$ cat config.mk
export PLATFORM = sky130hd
export DESIGN_NAME = sorted_priority_queue_top
export DESIGN_NICKNAME = d
export VERILOG_FILES = /design/src/rtl/core/spq_pkg.sv /design/src/rtl/core/spq_cell.sv /design/src/rtl/core/sorted_priority_queue_top.sv
export SDC_FILE = /design/constraint.sdc
export NUM_CORES = 2
export LEC_CHECK = 0
export BUFFER_PORTS_ARGS = -buffer_cell sky130_fd_sc_hd__buf_2
export CAP_MARGIN = 30
export CORE_MARGIN = 2
export CORE_UTILIZATION = 45
export CTS_CLUSTER_SIZE = 30
export DETAILED_ROUTE_END_ITERATION = 12
export PLACE_DENSITY = 0.69
export SLEW_MARGIN = 15
export SYNTH_ARGS = -nofsm -noshare
export SYNTH_HDL_FRONTEND = slang
export SYNTH_HIERARCHICAL = 1
export SYNTH_SLANG_ARGS = --single-unit
export TNS_END_PERCENT = 100
$ cat constraint.sdc
create_clock -name i_clk -period 5.42 [get_ports i_clk]
set_input_delay 0.271 -clock i_clk [delete_from_list [all_inputs] [get_ports i_clk]]
set_output_delay 0.271 -clock i_clk [all_outputs]
set_load 0.01 [all_outputs]
$ cat src/rtl/core/spq_pkg.sv
// Shared types and codes for the sorted priority queue.
`default_nettype none

package spq_pkg;

    localparam int MODE_BITS   = 2;
    localparam int STATUS_BITS = 2;

    localparam logic [MODE_BITS-1:0] MODE_ENQUEUE = 2'd0;
    localparam logic [MODE_BITS-1:0] MODE_DEQUEUE = 2'd1;
    localparam logic [MODE_BITS-1:0] MODE_CLEAR   = 2'd2;
    localparam logic [MODE_BITS-1:0] MODE_NOP     = 2'd3;

    localparam logic [STATUS_BITS-1:0] ST_DONE  = 2'd0;
    localparam logic [STATUS_BITS-1:0] ST_EMPTY = 2'd1;
    localparam logic [STATUS_BITS-1:0] ST_FULL  = 2'd2;

    // Shift commands broadcast to every cell of the chain.
    typedef struct packed {
        logic push;
        logic pop;
    } t_spq_ctrl;

endpackage

`default_nettype wire

$ cat src/rtl/core/spq_cell.sv
// One slot of the sorted chain: holds an entry and shifts with its neighbors.
`default_nettype none

module spq_cell #(
    parameter int DATA_BITS     = 32,
    parameter int PRIORITY_BITS = 16
) (
    input  wire                       i_clk,
    input  wire spq_pkg::t_spq_ctrl   i_ctrl,
    input  wire                       i_occupied,
    input  wire  [DATA_BITS-1:0]      i_new_data,
    input  wire  [PRIORITY_BITS-1:0]  i_new_prio,
    input  wire                       i_left_sel,
    input  wire  [DATA_BITS-1:0]      i_left_data,
    input  wire  [PRIORITY_BITS-1:0]  i_left_prio,
    input  wire  [DATA_BITS-1:0]      i_right_data,
    input  wire  [PRIORITY_BITS-1:0]  i_right_prio,
    output logic                      o_sel,
    output logic [DATA_BITS-1:0]      o_data,
    output logic [PRIORITY_BITS-1:0]  o_prio
);
    import spq_pkg::*;

    logic [DATA_BITS-1:0]     r_data;
    logic [PRIORITY_BITS-1:0] r_prio;
    logic [DATA_BITS-1:0]     n_data;
    logic [PRIORITY_BITS-1:0] n_prio;

    // This slot lies at or after the insert point: it is free, or holds a
    // strictly larger priority, so a new entry goes after equals.
    assign o_sel = !i_occupied || (i_new_prio < r_prio);

    always_comb begin
        n_data = r_data;
        n_prio = r_prio;
        if (i_ctrl.push && o_sel) begin
            if (i_left_sel) begin
                n_data = i_left_data;
                n_prio = i_left_prio;
            end else begin
                n_data = i_new_data;
                n_prio = i_new_prio;
            end
        end else if (i_ctrl.pop) begin
            n_data = i_right_data;
            n_prio = i_right_prio;
        end
    end

    always_ff @(posedge i_clk) begin
        r_data <= n_data;
        r_prio <= n_prio;
    end

    assign o_data = r_data;
    assign o_prio = r_prio;

endmodule

`default_nettype wire

$ cat src/rtl/core/sorted_priority_queue_top.sv
// Top level of the stable sorted priority queue built as a chain of slots.
`default_nettype none

// The queue holds up to DEPTH entries in a row of slots kept in ascending
// priority order, head in slot 0; an enqueued entry goes after all entries
// of equal priority. All slots compare the incoming priority at once and
// shift left or right in the same cycle; for every operation (enqueue,
// dequeue, clear, or the no-op mode three) the result beat appears on the
// output register the cycle after the input beat is accepted. The input
// is ready whenever the output register is empty or being taken, so with
// the output side always ready the block takes one beat per cycle. The
// slot contents have no reset; the held count alone decides which slots
// are live, so the block is ready right after reset.
module sorted_priority_queue_top #(
    parameter int DEPTH         = 16,
    parameter int DATA_BITS     = 32,
    parameter int PRIORITY_BITS = 16
) (
    input  wire                              i_clk,
    input  wire                              i_rst_n,
    input  wire                              i_valid,
    output logic                             o_ready,
    input  wire  [spq_pkg::MODE_BITS-1:0]    i_mode,
    input  wire  signed [DATA_BITS-1:0]      i_in_info,
    input  wire  [PRIORITY_BITS-1:0]         i_in_priority,
    output logic                             o_valid,
    input  wire                              i_ready,
    output logic [spq_pkg::STATUS_BITS-1:0]  o_status,
    output logic signed [DATA_BITS-1:0]      o_out_info,
    output logic [PRIORITY_BITS-1:0]         o_out_priority,
    output logic [$clog2(DEPTH+1)-1:0]       o_entry_count,
    output logic                             o_is_empty
);
    import spq_pkg::*;

    localparam int CNT_BITS = $clog2(DEPTH + 1);
    localparam logic [CNT_BITS-1:0] FULL_COUNT = CNT_BITS'(DEPTH);

    logic                     in_beat;
    logic                     is_full;
    logic                     is_none;
    t_spq_ctrl                ctrl;

    logic [CNT_BITS-1:0]      r_count;
    logic [CNT_BITS-1:0]      n_count;
    logic                     r_out_valid;
    logic                     n_out_valid;
    logic [STATUS_BITS-1:0]   r_status;
    logic [STATUS_BITS-1:0]   n_status;
    logic [DATA_BITS-1:0]     r_out_data;
    logic [DATA_BITS-1:0]     n_out_data;
    logic [PRIORITY_BITS-1:0] r_out_prio;
    logic [PRIORITY_BITS-1:0] n_out_prio;

    logic [DEPTH-1:0]         occupied;
    logic [DEPTH-1:0]         sel;
    logic [DATA_BITS-1:0]     cell_data [DEPTH];
    logic [PRIORITY_BITS-1:0] cell_prio [DEPTH];

    assign o_ready = !r_out_valid || i_ready;
    assign in_beat = i_valid && o_ready;
    assign is_full = (r_count == FULL_COUNT);
    assign is_none = (r_count == '0);

    assign ctrl.push = in_beat && (i_mode == MODE_ENQUEUE) && !is_full;
    assign ctrl.pop  = in_beat && (i_mode == MODE_DEQUEUE) && !is_none;

    for (genvar k = 0; k < DEPTH; k++) begin : g_cell
        logic                     left_sel;
        logic [DATA_BITS-1:0]     left_data;
        logic [PRIORITY_BITS-1:0] left_prio;
        logic [DATA_BITS-1:0]     right_data;
        logic [PRIORITY_BITS-1:0] right_prio;

        assign occupied[k] = (CNT_BITS'(k) < r_count);

        if (k == 0) begin : g_head
            assign left_sel  = 1'b0;
            assign left_data = '0;
            assign left_prio = '0;
        end else begin : g_body
            assign left_sel  = sel[k-1];
            assign left_data = cell_data[k-1];
            assign left_prio = cell_prio[k-1];
        end

        if (k == DEPTH - 1) begin : g_tail
            assign right_data = '0;
            assign right_prio = '0;
        end else begin : g_inner
            assign right_data = cell_data[k+1];
            assign right_prio = cell_prio[k+1];
        end

        spq_cell #(
            .DATA_BITS     (DATA_BITS),
            .PRIORITY_BITS (PRIORITY_BITS)
        ) u_cell (
            .i_clk        (i_clk),
            .i_ctrl       (ctrl),
            .i_occupied   (occupied[k]),
            .i_new_data   ($unsigned(i_in_info)),
            .i_new_prio   (i_in_priority),
            .i_left_sel   (left_sel),
            .i_left_data  (left_data),
            .i_left_prio  (left_prio),
            .i_right_data (right_data),
            .i_right_prio (right_prio),
            .o_sel        (sel[k]),
            .o_data       (cell_data[k]),
            .o_prio       (cell_prio[k])
        );
    end

    always_comb begin
        n_count     = r_count;
        n_status    = r_status;
        n_out_data  = r_out_data;
        n_out_prio  = r_out_prio;
        n_out_valid = r_out_valid && !i_ready;
        if (in_beat) begin
            n_out_valid = 1'b1;
            n_status    = ST_DONE;
            n_out_data  = '0;
            n_out_prio  = '0;
            unique case (i_mode)
                MODE_ENQUEUE: begin
                    if (is_full) begin
                        n_status = ST_FULL;
                    end else begin
                        n_count = r_count + 1'b1;
                    end
                end
                MODE_DEQUEUE: begin
                    if (is_none) begin
                        n_status = ST_EMPTY;
                    end else begin
                        n_count    = r_count - 1'b1;
                        n_out_data = cell_data[0];
                        n_out_prio = cell_prio[0];
                    end
                end
                MODE_CLEAR: begin
                    n_count = '0;
                end
                MODE_NOP: begin
                    n_count = r_count;
                end
                default: begin
                    n_count = r_count;
                end
            endcase
        end
    end

    always_ff @(posedge i_clk) begin
        if (!i_rst_n) begin
            r_count     <= '0;
            r_out_valid <= 1'b0;
        end else begin
            r_count     <= n_count;
            r_out_valid <= n_out_valid;
        end
    end

    always_ff @(posedge i_clk) begin
        r_status   <= n_status;
        r_out_data <= n_out_data;
        r_out_prio <= n_out_prio;
    end

    assign o_valid        = r_out_valid;
    assign o_status       = r_status;
    assign o_out_info     = $signed(r_out_data);
    assign o_out_priority = r_out_prio;
    assign o_entry_count  = r_count;
    assign o_is_empty     = (r_count == '0);

`ifndef NO_ASSERTIONS
    a_count_bound: assert property (@(posedge i_clk) disable iff (!i_rst_n)
        r_count <= FULL_COUNT)
        else $error("held count exceeds the queue depth");

    a_full_status: assert property (@(posedge i_clk) disable iff (!i_rst_n)
        (o_valid && o_status == ST_FULL) |-> (r_count == FULL_COUNT))
        else $error("full status reported while the queue has room");

    a_pop_count: assert property (@(posedge i_clk) disable iff (!i_rst_n)
        ctrl.pop |=> (r_count == $past(r_count) - 1'b1))
        else $error("dequeue did not remove exactly one entry");

    a_push_count: assert property (@(posedge i_clk) disable iff (!i_rst_n)
        ctrl.push |=> (r_count == $past(r_count) + 1'b1))
        else $error("enqueue did not add exactly one entry");
`endif

endmodule

`default_nettype wire
# ---- Yosys cells after proc, flatten, opt, wreduce, memory -nomap -nowiden
# Index checks and enable logic that the tools add are counted.
dict set report classes {
  add_sub_neg 2
  magnitude_cmp 32
  n_eq_ne 6
  n_mux 101
  n_bitwise 2
  n_reduce_logical 79
}
# op n
set ops {}
lappend ops {{$mux 32} 47}
lappend ops {{$mux 16} 47}
lappend ops {{$lt 16x16->1} 16}
lappend ops {{$lt 4x5->1 const A} 8}
lappend ops {{$reduce_bool 2->1} 16}
lappend ops {{$logic_and 1x1->1} 22}
lappend ops {{$logic_not 1->1} 20}
lappend ops {{$lt 3x5->1 const A} 4}
lappend ops {{$logic_or 1x1->1} 17}
lappend ops {{$pmux 5 s3} 1}
lappend ops {{$lt 1x5->1 const A} 2}
lappend ops {{$lt 2x5->1 const A} 2}
lappend ops {{$mux 5} 2}
lappend ops {{$add 5x1->5 const B} 1}
lappend ops {{$eq 5x5->1 const B} 1}
lappend ops {{$logic_not 5->1} 1}
lappend ops {{$sub 5x1->5 const B} 1}
lappend ops {{$eq 2x2->1 const B} 2}
lappend ops {{$ne 2x2->1 const B} 2}
lappend ops {{$pmux 2 s2} 1}
lappend ops {{$reduce_and 4->1} 1}
lappend ops {{$eq 2x1->1 const B} 1}
lappend ops {{$logic_not 2->1} 1}
lappend ops {{$mux 1} 2}
lappend ops {{other kinds (3)} 4}
dict set report totals {
  regBits 824
  out_inout_bits 58
  elab_cells 259
}

# ---- Depth between registers and ports, before layout
dict set report logic_depth {
  word_depth 7
  mapped_depth 11
}

# ---- Hierarchy
# The synthesis kept the hierarchy.
# module instances cells_per_inst area_each_um2
set by_module_without_submodules {}
lappend by_module_without_submodules {{spq_cell (g_cell[0].u_cell ...)} 11 214 3045.4}
lappend by_module_without_submodules {{spq_cell (g_cell[5].u_cell ...)} 5 215 3012.9}
lappend by_module_without_submodules {sorted_priority_queue_top 1 201 2504.9}

# ---- Worst setup path after synthesis
# Ideal clock, no wire load.
dict set report synth_timing {
  path_kind {register to register}
  startpoint {register r_count[1], in the netlist o_entry_count[1]}
  endpoint {register g_cell[5].u_cell.r_data[0], enable pin}
  arrival_ps 5639
  slack_ps -633
  stages_incl_launch_ff 12
  path_buffers 3
  path_cell_list {dfxtp_1 clkbuf_1 inv_1 ha_1 nor4bb_1 nor3b_1 o211ai_1 nor4_1 a32oi_2 buf_6 buf_6 nand2b_1}
}
# element line
set synth_lines {}
lappend synth_lines {{start, declared} sorted_priority_queue_top.sv:44} ;# logic [CNT_BITS-1:0] r_count;
lappend synth_lines {{start signal, assigned} sorted_priority_queue_top.sv:161} ;# r_count <= n_count;
lappend synth_lines {{end signal, assigned} spq_cell.sv:51} ;# r_data <= n_data;
lappend synth_lines {{end, declared} spq_cell.sv:24} ;# logic [DATA_BITS-1:0] r_data;

==> summary.md <==
| Metric | Value |
|---|---|
| Placed cell area | 53700 um2 |
| Crit Path Max Fanout | 32 |
| Largest net degree at the start of global routing | 51 |
| Placeable Area | 112000 um2 |
| Post-cts sizing count | 0 |
| Lkg Pwr | 21.7 nW |
| # nets final | 4124 |
| Clock Sinks | 824 |
| Clock Path Buffers | 3 |
| Fin area | 56600 um2 |
| Layout Skew | 0.0242 ns |
| Die Wd | 341 um |
| Fmax | 238 MHz |
| TritonCTS buffer count | 90 |
| Max cap viols | 0 |
| First-iteration detailed-routing DRC count | 1844 |
| Final Max Slew Viols | 0 |
| Number of global-route vias before repair | 29600 |
| Initial antenna violation count | 11 |
| Vias | 28700 |
| H-tree depth | 3 |
| CTS tree | yes |
| Actual slew at the worst max-slew pin | 0.898 ns |
| Die area | 116000 um2 |
| Worst vdd ir | 0.000239 V |
| Setup crit end kind | flop |
| Clock-pin slew on the worst setup and hold paths | 0.06 ns |
| HPWL Detailed | 78100 um |
| Setup tns final | 0 ns |
| DR pass1 iterations | 5 |
| Status | complete, no violations |
| Final hold vios | 0 |
| Ys Warns | 6 |
| Mapped Area | 51100 um2 |
| Slew margin rel. | 39.5% |
| Fin crit period | 4.21 ns |
| Clk root buf | clkbuf_16 |
| Synth Instances | 3628 |
| Via/cell ratio | 5.32 |
| Worst Hold Class | primary input to flop |
| Final setup fails | 0 |
| Fill count | 9681 |
| PwrDens | 294 nW/um2 |
| Skew-Pair Late Insertion Delay | 0.66 ns |
| RSZ-0062 raised after global routing | false |
| Tot GR Track Use | 18.0% |
| Share of post-route cells with drive strength above 1 | 48.0% |
| GPL Wtd Cong | 0.804 |
| First-pass GRT wire length | 170000 um |
| Antenna viol nets, final | 0 |
| Port Buffer Count | 111 |
| Drt total wl | 106000 um |
| Area Growth Syn to Fin | 10.9% |
| Routed WL per cell | 19.6 um |
| Ports | 112 |
| Initial Util | 45.4% |
| Post-Syn Area per Cell | 14.1 um2 |
| Crit share post-route | 77.6% |
| Worst path arrival time | 4.53 ns |
| DRC Markers | 0 |
| Critical path launch point type | flop |
| Die Y | 341 um |
| Setup CP Type | flop to flop |
| Final Core Density | 50.3% |
| Total gr overflow | 0 |
| # rows | 123 |
| Worst EP required | 5.74 ns |
[sequential cells by signal, indices dropped and copies added (netlist names)]
name	flops
g_cell.u_cell/o_data	512
g_cell.u_cell/o_prio	256
o_entry_count	5
o_out_info	32
o_out_priority	16
o_status	2
o_valid	1
[final timing paths]
check,startpoint,endpoint,slack [ns],cells past startpoint
worst max register to register,o_entry_count[1]$_SDFFE_PN0P_,g_cell[15].u_cell/o_data[27]$_DFFE_PP_,1.21,9
worst max-delay path,o_entry_count[1]$_SDFFE_PN0P_,g_cell[15].u_cell/o_data[27]$_DFFE_PP_,1.21,9
worst min-delay path,i_mode[0],o_status[1]$_DFFE_PP_,0.22,4
worst min register to register,g_cell[15].u_cell/o_data[13]$_DFFE_PP_,g_cell[14].u_cell/o_data[13]$_DFFE_PP_,0.54,1
[final cells by class]
class / count / area (um2) / share of cell area (%)
timing repair buffer: 178 / 1270 / 2.24
tap: 1500 / 1880 / 3.31
clock buffer: 118 / 2410 / 4.26
inverter: 268 / 1010 / 1.78
multi-input combinational: 2461 / 25000 / 44.1
sequential: 824 / 24700 / 43.6
clock inverter: 49 / 390 / 0.689
antenna: 3 / 7.51 / 0.0133
[through the flow]
step / hold WS [ns] / total power [mW] / cells / setup WS [ns]
6_report: 0.216 / 16.6 / 5401 / 1.21
5_1_grt: 0.241 / 17.4 / 5400 / 0.928
4_1_cts: 0.169 / 16.8 / 5395 / 1.11
3_5_place_dp: 0.534 / 10.9 / 5225 / 1.14
3_3_place_gp: 0.524 / 10.8 / 5216 / 1.16
2_1_floorplan: 0.418 / 10.1 / 3726 / 0.491
[critical path, stage by stage (launching register included)]
cell and delay, ns:
dfxtp_1 0.54, inv_1 0.19, ha_1 0.24, nor4bb_1 0.19
nor3b_4 0.21, buf_4 0.60, nor4b_1 0.65, a32oi_4 0.33
nand2b_2 0.49, buf_4 0.38
[report_power, final]
group | leakage, nW | switching (mW) | total, mW | internal [mW]
logic | 12.7 | 1.32 | 2.71 | 1.39
registers | 7.68 | 0.299 | 8.03 | 7.73
clock network | 1.36 | 2.56 | 5.89 | 3.33
total | 21.7 | 4.17 | 16.6 | 12.5
[repair_timing]
item | in CTS | in global routing
setup buffers | 0 | 0
hold buffers | 3 | 0
endpoints found under the hold margin | 6 | 0
[per-layer routing]
| metal | share of wire (%) | GRT usage [%] | vias to the layer above |
|---|---|---|---|
| met5 | 0.088 | 0 | - |
| met1 | 50 | 26.1 | 14000 |
| met3 | 3.9 | 2.85 | 115 |
| met4 | 1.6 | 4.18 | 16 |
| li1 | - | - | 14200 |
| met2 | 44 | 28.3 | 457 |
[cells in the final DEF, fill, tap and decap left out, drive strengths merged, types with 37 or more instances in the layout]
cell type	instances
buf	175
nand4	37
clkbuf	118
a21oi	73
edfxtp	818
nand2	104
mux2	1536
clkinv	38
ha	247
nand3	39
and2	52
o21ai	48
inv	270
conb	99
(Power assumes the default switching activity.)
